File: config.mk
export PLATFORM = sky130hd
export DESIGN_NAME = log_packet_framer_crc16_unit
export DESIGN_NICKNAME = d
export VERILOG_FILES = /design/src/lpf_pkg.sv /design/src/lpf_csr.sv /design/src/lpf_seq.sv /design/src/lpf_out.sv /design/src/log_packet_framer_crc16_unit.sv
export VERILOG_INCLUDE_DIRS = /design/src /design/src/src
export SDC_FILE = /design/constraint.sdc
export NUM_CORES = 1
export LEC_CHECK = 0
export BUFFER_PORTS_ARGS = -buffer_cell sky130_fd_sc_hd__buf_2
export CAP_MARGIN = 0
export CORE_ASPECT_RATIO = 1.1
export CORE_MARGIN = 3
export CORE_UTILIZATION = 50
export DETAILED_ROUTE_END_ITERATION = 16
export HOLD_SLACK_MARGIN = 0.15
export PLACE_DENSITY = 0.7
export SLEW_MARGIN = 25
export SYNTH_ARGS = -nofsm -noshare
export SYNTH_HDL_FRONTEND = slang
export SYNTH_SLANG_ARGS = --single-unit
File: constraint.sdc
create_clock -name clock -period 15.26 [get_ports clock]
set_input_delay 3.052 -clock clock [delete_from_list [all_inputs] [get_ports clock]]
set_output_delay 3.052 -clock clock [all_outputs]
set_load 0.01 [all_outputs]
File: src/assert_macros.svh
// Assertion helpers shared by the framer modules.
`ifndef ASSERT_MACROS_SVH
`define ASSERT_MACROS_SVH

// Check a property on every rising clock edge outside reset.
`define LPF_ASSERT(lbl, clk, rst, prop) \
   lbl: assert property (@(posedge clk) disable iff (rst) prop) \
      else $error("framer assertion failed");

// Check that a condition never shows on a rising clock edge outside reset.
`define LPF_NEVER(lbl, clk, rst, cond) \
   lbl: assert property (@(posedge clk) disable iff (rst) !(cond)) \
      else $error("framer forbidden condition seen");

`endif

File: src/lpf_pkg.sv
package lpf_pkg;

   localparam int unsigned REM_W     = 10;
   localparam int unsigned STEP_W    = 5;
   localparam int unsigned HDR_BYTES = 18;
   localparam int unsigned CRC_BYTES = 2;
   localparam int unsigned IDX_W     = 3;

   typedef logic [STEP_W-1:0] step_type;

   // Byte positions inside one item's run of beats.
   localparam step_type STEP_FIRST    = 5'd0;
   localparam step_type HDR_MAGIC_HI  = 5'd1;
   localparam step_type HDR_VERSION   = 5'd2;
   localparam step_type HDR_DEVICE    = 5'd3;
   localparam step_type HDR_STAMP     = 5'd11;
   localparam step_type HDR_TYPE      = 5'd15;
   localparam step_type HDR_LENGTH    = 5'd16;
   localparam step_type STEP_HDR_LAST = 5'd17;
   localparam step_type STEP_CRC_LO   = 5'd18;
   localparam step_type STEP_CRC_HI   = 5'd19;

   localparam logic [15:0] CRC_INIT = 16'hFFFF;
   localparam logic [15:0] CRC_POLY = 16'h1021;
   localparam logic [15:0] CRC_MSB  = 16'h8000;

   localparam logic CMD_START   = 1'b0;
   localparam logic CMD_PAYLOAD = 1'b1;

   typedef enum logic [IDX_W-1:0] {
      CSR_ENABLE,
      CSR_ALWAYS_SEND,
      CSR_MAGIC_WORD,
      CSR_PROTOCOL_VERSION,
      CSR_DEVICE_IDENTITY
   } csr_index_type;

   typedef struct packed {
      logic        enable;
      logic        always_send;
      logic [15:0] magic_word;
      logic [7:0]  protocol_version;
      logic [63:0] device_identity;
   } cfg_type;

   typedef struct packed {
      logic [7:0]  out_byte;
      logic        end_of_run;
      logic        packet_done;
      logic        dropped;
      logic [31:0] sent_total;
      logic [31:0] dropped_total;
   } beat_type;

endpackage

File: src/lpf_csr.sv
module lpf_csr
   import lpf_pkg::*;
(
   input  logic             clock,
   input  logic             reset,
   input  logic             csr_valid,
   output logic             csr_ready,
   input  logic [IDX_W-1:0] csr_index,
   input  logic [63:0]      csr_wdata,
   output cfg_type          cfg
);

   cfg_type cfg_ff;
   cfg_type cfg_in;

   assign csr_ready = 1'b1;
   assign cfg       = cfg_ff;

   always_comb begin
      cfg_in = cfg_ff;
      if (csr_valid) begin
         case (csr_index_type'(csr_index))
            CSR_ENABLE:           cfg_in.enable           = csr_wdata[0];
            CSR_ALWAYS_SEND:      cfg_in.always_send      = csr_wdata[0];
            CSR_MAGIC_WORD:       cfg_in.magic_word       = csr_wdata[15:0];
            CSR_PROTOCOL_VERSION: cfg_in.protocol_version = csr_wdata[7:0];
            CSR_DEVICE_IDENTITY:  cfg_in.device_identity  = csr_wdata;
            default:              cfg_in                  = cfg_ff;
         endcase
      end
   end

   always_ff @(posedge clock) begin
      if (reset) begin
         cfg_ff <= '0;
      end else begin
         cfg_ff <= cfg_in;
      end
   end

endmodule

File: src/lpf_seq.sv
`include "assert_macros.svh"

module lpf_seq
   import lpf_pkg::*;
#(
   parameter int unsigned MAX_PACKET = 1024
)
(
   input  logic        clock,
   input  logic        reset,
   input  cfg_type     cfg,
   input  logic        req_valid,
   output logic        req_ready,
   input  logic        req_command,
   input  logic [7:0]  req_log_type,
   input  logic [15:0] req_payload_length,
   input  logic [31:0] req_timestamp_ms,
   input  logic        req_link_attached,
   input  logic        req_listener_present,
   input  logic [7:0]  req_payload_byte,
   output logic        beat_valid,
   input  logic        beat_ready,
   output beat_type    beat
);

   localparam logic [16:0] LEN_LIMIT = 17'(MAX_PACKET - HDR_BYTES - CRC_BYTES);

   function automatic logic [15:0] crc_feed(input logic [15:0] crc, input logic [7:0] b);
      logic [15:0] c;
      c = crc ^ {b, 8'h00};
      for (int k = 0; k < 8; k++) begin
         if ((c & CRC_MSB) != '0) c = (c << 1) ^ CRC_POLY;
         else                     c = c << 1;
      end
      return c;
   endfunction

   // held item
   logic        hold_valid_ff;
   logic        cmd_ff;
   logic [7:0]  type_ff;
   logic [15:0] len_ff;
   logic [31:0] ts_ff;
   logic        link_ff;
   logic        listener_ff;
   logic [7:0]  pbyte_ff;

   // framer state
   step_type         step_ff, step_in;
   logic             open_ff, open_in;
   logic [REM_W-1:0] rem_ff, rem_in;
   logic [15:0]      crc_ff, crc_in;
   logic [31:0]      sent_ff, sent_in;
   logic [31:0]      drop_ff, drop_in;

   logic       emit;
   logic       last;
   logic       advance;
   logic       refuse;
   logic [7:0] hdr_byte;
   logic [2:0] dev_sel;
   logic [1:0] ts_sel;

   assign dev_sel = 3'(step_ff - HDR_DEVICE);
   assign ts_sel  = 2'(step_ff - HDR_STAMP);
   assign refuse  = !link_ff || (!cfg.always_send && !listener_ff)
                    || ({1'b0, len_ff} > LEN_LIMIT);

   always_comb begin
      case (step_ff) inside
         STEP_FIRST:                 hdr_byte = cfg.magic_word[7:0];
         HDR_MAGIC_HI:               hdr_byte = cfg.magic_word[15:8];
         HDR_VERSION:                hdr_byte = cfg.protocol_version;
         [HDR_DEVICE:HDR_STAMP-1]:   hdr_byte = cfg.device_identity[dev_sel*8 +: 8];
         [HDR_STAMP:HDR_TYPE-1]:     hdr_byte = ts_ff[ts_sel*8 +: 8];
         HDR_TYPE:                   hdr_byte = type_ff;
         HDR_LENGTH:                 hdr_byte = len_ff[7:0];
         STEP_HDR_LAST:              hdr_byte = len_ff[15:8];
         default:                    hdr_byte = '0;
      endcase
   end

   always_comb begin
      emit    = 1'b0;
      last    = 1'b1;
      step_in = STEP_FIRST;
      open_in = open_ff;
      rem_in  = rem_ff;
      crc_in  = crc_ff;
      sent_in = sent_ff;
      drop_in = drop_ff;
      beat    = '0;

      if (step_ff == STEP_CRC_LO) begin
         emit          = 1'b1;
         last          = 1'b0;
         step_in       = STEP_CRC_HI;
         sent_in       = sent_ff + 32'd1;
         open_in       = 1'b0;
         beat.out_byte = crc_ff[7:0];
      end else if (step_ff == STEP_CRC_HI) begin
         emit             = 1'b1;
         crc_in           = CRC_INIT;
         beat.out_byte    = crc_ff[15:8];
         beat.packet_done = 1'b1;
      end else if (cmd_ff == CMD_START) begin
         if (!cfg.enable) begin
            emit = 1'b0;
         end else if (step_ff == STEP_FIRST && refuse) begin
            emit         = 1'b1;
            open_in      = 1'b0;
            rem_in       = '0;
            crc_in       = CRC_INIT;
            drop_in      = drop_ff + 32'd1;
            beat.dropped = 1'b1;
         end else begin
            emit          = 1'b1;
            beat.out_byte = hdr_byte;
            // a start abandons whatever packet was open
            crc_in = crc_feed((step_ff == STEP_FIRST) ? CRC_INIT : crc_ff, hdr_byte);
            if (step_ff == STEP_FIRST) begin
               open_in = 1'b0;
               rem_in  = '0;
            end
            if (step_ff == STEP_HDR_LAST) begin
               if (len_ff == '0) begin
                  last    = 1'b0;
                  step_in = STEP_CRC_LO;
               end else begin
                  open_in = 1'b1;
                  rem_in  = len_ff[REM_W-1:0];
               end
            end else begin
               last    = 1'b0;
               step_in = step_ff + 5'd1;
            end
         end
      end else if (open_ff) begin
         emit          = 1'b1;
         beat.out_byte = pbyte_ff;
         crc_in        = crc_feed(crc_ff, pbyte_ff);
         rem_in        = rem_ff - 10'd1;
         if (rem_in == '0) begin
            last    = 1'b0;
            step_in = STEP_CRC_LO;
         end
      end

      beat.end_of_run    = last;
      beat.sent_total    = sent_in;
      beat.dropped_total = drop_in;
   end

   assign advance    = hold_valid_ff && (!emit || beat_ready);
   assign beat_valid = hold_valid_ff && emit;
   assign req_ready  = !hold_valid_ff || (advance && last);

   always_ff @(posedge clock) begin
      if (reset) begin
         hold_valid_ff <= 1'b0;
         step_ff       <= STEP_FIRST;
         open_ff       <= 1'b0;
         rem_ff        <= '0;
         crc_ff        <= CRC_INIT;
         sent_ff       <= '0;
         drop_ff       <= '0;
      end else begin
         if (req_ready) begin
            hold_valid_ff <= req_valid;
         end
         if (advance) begin
            step_ff <= last ? STEP_FIRST : step_in;
            open_ff <= open_in;
            rem_ff  <= rem_in;
            crc_ff  <= crc_in;
            sent_ff <= sent_in;
            drop_ff <= drop_in;
         end
      end
   end

   always_ff @(posedge clock) begin
      if (req_valid && req_ready) begin
         cmd_ff      <= req_command;
         type_ff     <= req_log_type;
         len_ff      <= req_payload_length;
         ts_ff       <= req_timestamp_ms;
         link_ff     <= req_link_attached;
         listener_ff <= req_listener_present;
         pbyte_ff    <= req_payload_byte;
      end
   end

   `LPF_ASSERT(a_done_ends_run, clock, reset, (beat_valid && beat.packet_done) |-> beat.end_of_run)
   `LPF_ASSERT(a_drop_beat_form, clock, reset, (beat_valid && beat.dropped) |-> (beat.end_of_run && beat.out_byte == 8'h00))
   `LPF_ASSERT(a_crc_hi_follows, clock, reset, (advance && step_ff == STEP_CRC_LO) |=> (hold_valid_ff && step_ff == STEP_CRC_HI))
   `LPF_NEVER(a_idle_mid_item, clock, reset, !hold_valid_ff && step_ff != STEP_FIRST)

endmodule

File: src/lpf_out.sv
`include "assert_macros.svh"

module lpf_out
   import lpf_pkg::*;
(
   input  logic        clock,
   input  logic        reset,
   input  logic        beat_valid,
   output logic        beat_ready,
   input  beat_type    beat,
   output logic        rsp_valid,
   input  logic        rsp_ready,
   output logic [7:0]  rsp_out_byte,
   output logic        rsp_end_of_run,
   output logic        rsp_packet_done,
   output logic        rsp_dropped,
   output logic [31:0] rsp_sent_total,
   output logic [31:0] rsp_dropped_total
);

   beat_type   ent_ff [2];
   logic       wr_ff;
   logic       rd_ff;
   logic [1:0] count_ff;
   logic [1:0] count_in;
   logic       push;
   logic       pop;
   beat_type   head;

   assign beat_ready = !count_ff[1];
   assign push       = beat_valid && beat_ready;
   assign rsp_valid  = count_ff != 2'd0;
   assign pop        = rsp_valid && rsp_ready;
   assign head       = ent_ff[rd_ff];

   assign rsp_out_byte      = head.out_byte;
   assign rsp_end_of_run    = head.end_of_run;
   assign rsp_packet_done   = head.packet_done;
   assign rsp_dropped       = head.dropped;
   assign rsp_sent_total    = head.sent_total;
   assign rsp_dropped_total = head.dropped_total;

   always_comb begin
      count_in = count_ff;
      if (push && !pop) count_in = count_ff + 2'd1;
      if (pop && !push) count_in = count_ff - 2'd1;
   end

   always_ff @(posedge clock) begin
      if (reset) begin
         wr_ff    <= 1'b0;
         rd_ff    <= 1'b0;
         count_ff <= '0;
      end else begin
         count_ff <= count_in;
         if (push) wr_ff <= !wr_ff;
         if (pop)  rd_ff <= !rd_ff;
      end
   end

   always_ff @(posedge clock) begin
      if (push) begin
         ent_ff[wr_ff] <= beat;
      end
   end

   `LPF_NEVER(a_count_range, clock, reset, count_ff == 2'd3)
   `LPF_NEVER(a_push_when_full, clock, reset, push && count_ff == 2'd2)
   `LPF_ASSERT(a_pop_drains, clock, reset, (pop && !push) |=> (count_ff == $past(count_ff) - 2'd1))

endmodule

File: src/log_packet_framer_crc16_unit.sv
// Log packet framer: a start beat on req opens a packet and produces the 18-byte
// little-endian header (magic, version, device id, timestamp, type, length) on rsp,
// one byte per beat; each payload beat then yields its byte, and after the last one
// the CRC16 (init 0xFFFF, poly 0x1021, over header and payload) follows low byte
// first, with packet_done set on the high byte. A refused start gives a single beat
// with dropped set. Each input item yields one result beat per byte it causes: a
// payload byte one (three when it closes the packet), an accepted start 18 (20 with
// an empty payload), a refused start one, while a start with enable clear or a
// payload beat with no packet open yields none. Payload beats stream back to back
// at one per cycle while the output queue has room. A two-entry output queue holds
// finished beats, so rsp stalls do not reach req until both entries are full. Write
// csr registers only while idle; csr_ready is always high.
module log_packet_framer_crc16_unit
   import lpf_pkg::*;
#(
   parameter int unsigned MAX_PACKET = 1024
)
(
   input  logic             clock,
   input  logic             reset,
   // configuration writes
   input  logic             csr_valid,
   output logic             csr_ready,
   input  logic [IDX_W-1:0] csr_index,
   input  logic [63:0]      csr_wdata,
   // input items
   input  logic             req_valid,
   output logic             req_ready,
   input  logic             req_command,
   input  logic [7:0]       req_log_type,
   input  logic [15:0]      req_payload_length,
   input  logic [31:0]      req_timestamp_ms,
   input  logic             req_link_attached,
   input  logic             req_listener_present,
   input  logic [7:0]       req_payload_byte,
   // result beats
   output logic             rsp_valid,
   input  logic             rsp_ready,
   output logic [7:0]       rsp_out_byte,
   output logic             rsp_end_of_run,
   output logic             rsp_packet_done,
   output logic             rsp_dropped,
   output logic [31:0]      rsp_sent_total,
   output logic [31:0]      rsp_dropped_total
);

   cfg_type  cfg;
   beat_type beat;
   logic     beat_valid;
   logic     beat_ready;

   // configuration registers
   lpf_csr u_csr (
      .clock     (clock),
      .reset     (reset),
      .csr_valid (csr_valid),
      .csr_ready (csr_ready),
      .csr_index (csr_index),
      .csr_wdata (csr_wdata),
      .cfg       (cfg)
   );

   // hold the item, step through its bytes, advance the CRC and counters
   lpf_seq #(
      .MAX_PACKET (MAX_PACKET)
   ) u_seq (
      .clock                (clock),
      .reset                (reset),
      .cfg                  (cfg),
      .req_valid            (req_valid),
      .req_ready            (req_ready),
      .req_command          (req_command),
      .req_log_type         (req_log_type),
      .req_payload_length   (req_payload_length),
      .req_timestamp_ms     (req_timestamp_ms),
      .req_link_attached    (req_link_attached),
      .req_listener_present (req_listener_present),
      .req_payload_byte     (req_payload_byte),
      .beat_valid           (beat_valid),
      .beat_ready           (beat_ready),
      .beat                 (beat)
   );

   // register finished beats toward rsp
   lpf_out u_out (
      .clock             (clock),
      .reset             (reset),
      .beat_valid        (beat_valid),
      .beat_ready        (beat_ready),
      .beat              (beat),
      .rsp_valid         (rsp_valid),
      .rsp_ready         (rsp_ready),
      .rsp_out_byte      (rsp_out_byte),
      .rsp_end_of_run    (rsp_end_of_run),
      .rsp_packet_done   (rsp_packet_done),
      .rsp_dropped       (rsp_dropped),
      .rsp_sent_total    (rsp_sent_total),
      .rsp_dropped_total (rsp_dropped_total)
   );

endmodule
==> results.ini <==
[clock_tree]
ctsHoldBuffers = 0
cts_sinks = 409
cts_tree = yes
post-cts-setup-buffers = 0
clock_latency_ps = 540
ctsHtreeMaxLevel = 2
cts_buffer_depth = 3
clk_pin_slew_ps = 60
cts_root_buf = clkbuf_16
numCtsBuffers = 42
cts-resized-gates = 0

[critical_path]
endpoint_kind = primary output
critPathMaxFanout = 23
start_kind = flop
r2r_slack_ps = 10700
critPathRequiredTime_ps = 12210
cp.arrival_ps = 3600
r2r-end = u_seq.crc_ff[7]$_SDFFE_PP1P_
critPathKind = flop to primary output
reg2reg_from = u_seq.step_ff[1]$_SDFFE_PP0P_
r2r_cells = 12

[synthesis]
synth_area_per_cell_um2 = 10.5
synthSimpleGateAreaFrac_pct = 15.8
ys_seq_area_share_pct = 55.2
syn_inst = 1780
synth-edff-count = 217
synthAdderAreaFrac_pct = 0.667
yosys.area_share.xor_xnor_pct = 7.75
async_flop_share_pct = 0
syn_area_um2 = 18800
synth_compound_area_share_pct = 9.71
synthesis.nets = 1929
synth_mux_area_share_pct = 8.16
ys.flop_type = edfxtp_1
yosysWarnings = 0
synth_top_family_by_area = simple AND/OR/NAND/NOR gates
ys_types = 78
ys_seq_elements = 409

[routing]
drc = 0
wl_per_cell_um = 17.9
vias_per_cell = 5.55
ant_nets = 0
first_pass_iters = 6
vias = 13700
drtIter0Drc = 1139
totalWireLength_mm = 44.0

[run]
cap_violations = 0

[placement]
dpl_worst_slack_ps = 9200
portBuffers = 215
placed_cells = 2388
hpwl_mm = 30.6
place.gp.congestion = 0.915

[hold_path]
min_from = u_csr.cfg[6]$_SDFFE_PP0P_
hp-class = flop to flop
hold_depth = 2
min_to = u_csr.cfg[6]$_SDFFE_PP0P_

[global_route]
antenna_found_initial = 0
grt_overflow = 0
grtUsageTotal_pct = 21.9
grt_max_degree = 99
grt_pass1_vias = 13200
grt_pass1_wl_mm = 70.4

[outcome]
status = finished, final reports clean

[sta]
grt_setup_unrepaired = false
finalCritPeriodShare_pct = 43.6
holdWs_ps = 450
finClkSkew_ps = 14.9
tightest_slew_ps = 1010
max_slew_margin_pct = 32.6
hold_viol = 0
setup_tns_ps = 0
setup_viol = 0
final_max_slew_viol_count = 0
fmax_ghz = 0.150
timing.final.ws_setup_ps = 8600
min_period_ps = 6660

[die]
die_h_um = 209
fp.coreArea_um2 = 36600
dieWidth_um = 191
die_area_um2 = 39900
initial_core_util_pct = 51.2
rows = 73
io_pins = 217

[power]
cellPowerDensity_nw_per_um2 = 103
peakVddDrop_v = 0.0000837
leakage_nw = 7.59

[cells_and_area]
layout-drive-gt1-share_pct = 21.2
area_growth_pct = 14.5
layout.cells.non_filler = 2465
num-nets-final = 2095

cell families (layout without fill, tap and decap cells):
family / after synthesis / count (layout)
and+or+nand+nor: 653 / 653
DFF: 409 / 409
AOI/OAI and AO/OA: 306 / 306
xor gates and xnor gates: 162 / 162
buffers and inverters: 126 / 323
muxes: 113 / 113
adders and majority gates: 10 / 10
other: 1 / 2
critical path: stages, from the launching register on:
cell and delay [ps]:
dfxtp_1 520, nor3_1 560, nand2_1 640, a31o_2 490
nand3_1 130, o21ai_1 80, a31oi_1 150, buf_4 180
a21bo_2 160, buf_2 160
power breakdown:
group / switching, mW / total, mW / internal (mW)
Combinational: 0.0464 / 0.0761 / 0.0297
Sequential: 0.00920 / 1.18 / 1.17
Clock: 0.412 / 0.958 / 0.546
Total: 0.468 / 2.21 / 1.74
sequential cells by signal (all words and copies together) (netlist names), named ones only:
register and flops:
u_seq.rem_ff 10, u_seq.crc_ff 16, u_seq.type_ff 8, u_seq.drop_ff 32, u_seq.open_ff 1, u_seq.hold_valid_ff 1
u_seq.step_ff 5, u_out.count_ff 2, u_seq.ts_ff 32, u_out.wr_ff 1, u_seq.sent_ff 32, u_seq.listener_ff 1
u_seq.cmd_ff 1, u_seq.link_ff 1, u_seq.pbyte_ff 8, u_out.ent_ff 150, u_out.rd_ff 1, u_seq.len_ff 16
u_csr.cfg 90
layout by cell type, fill, tap and decap left out, drive strengths merged, types with 14 or more instances in the layout:
cell      n
clkbuf   56
dfxtp   192
buf     233
a31oi    14
a22oi    14
clkinv   14
xor2     78
a21oi   145
mux2     80
nor2    131
xnor2    82
and3     30
edfxtp  217
nor3     31
mux4     24
or3      19
o21ai    63
inv      16
nand3    55
nand2   311
final cells by class:
class / instances / area (µm²)
Antenna cell: 1 / 2.50
Clock buffer: 56 / 1140
Clock inverter: 19 / 140
Fill cell: 3098 / 15100
Inverter: 15 / 56.3
Multi-Input combinational cell: 1245 / 7950
Sequential cell: 409 / 10400
Tap cell: 487 / 609
Timing Repair Buffer: 233 / 1230
synth_stat cells (all sizes together), types with 14 or more instances:
library cell  number  share of area [%]
nand2            311                6.2
edfxtp           217                 35
dfxtp            192                 20
a21oi            145                3.9
nor2             131                2.6
clkbuf            92                1.8
xnor2             82                3.8
mux2              80                4.8
xor2              78                3.7
o21ai             63                1.7
nand3             55                1.5
nor3              31               0.83
and3              30                1.0
mux4              24                2.9
buf               19               0.59
or3               19               0.63
inv               15               0.30
a22oi             14               0.56
a31oi             14               0.47
through the flow:
step / util [%] / area [µm²] / power (mW)
after floorplan: - / 18800 / 1.24
after global placement: 55.1 / 20200 / 1.28
after detailed placement: 55.1 / 20200 / 1.28
after CTS: 58.6 / 21500 / 2.24
after global routing: 58.7 / 21500 / 2.29
final: 58.7 / 21500 / 2.21
routing by layer:
metal  vias up  wire (µm)  global-route usage [%]  share of wire, %
met2       440      21000                    35.9                48
li1       6677          -                       -                 -
met3       100       2630                    3.74               6.0
met1      6474      18800                    29.2                43
met4         0       1670                    8.20               3.8
met5         -          0                       0                 0
worst max-delay path by stage:
stage,to,from,cells past startpoint,slack [ps]
2_1_floorplan,u_out.ent_ff[0][0]$_DFFE_PP_,u_seq.step_ff[0]$_SDFFE_PP0P_,9,9750
3_3_place_gp,req_ready,u_seq.step_ff[2]$_SDFFE_PP0P_,9,9310
3_5_place_dp,req_ready,u_seq.step_ff[2]$_SDFFE_PP0P_,9,9200
4_1_cts,req_ready,u_seq.step_ff[2]$_SDFFE_PP0P_,9,8630
5_1_grt,req_ready,u_seq.step_ff[2]$_SDFFE_PP0P_,9,8340
6_report,req_ready,u_seq.step_ff[2]$_SDFFE_PP0P_,9,8600
Power figures use the tool's default switching activity.
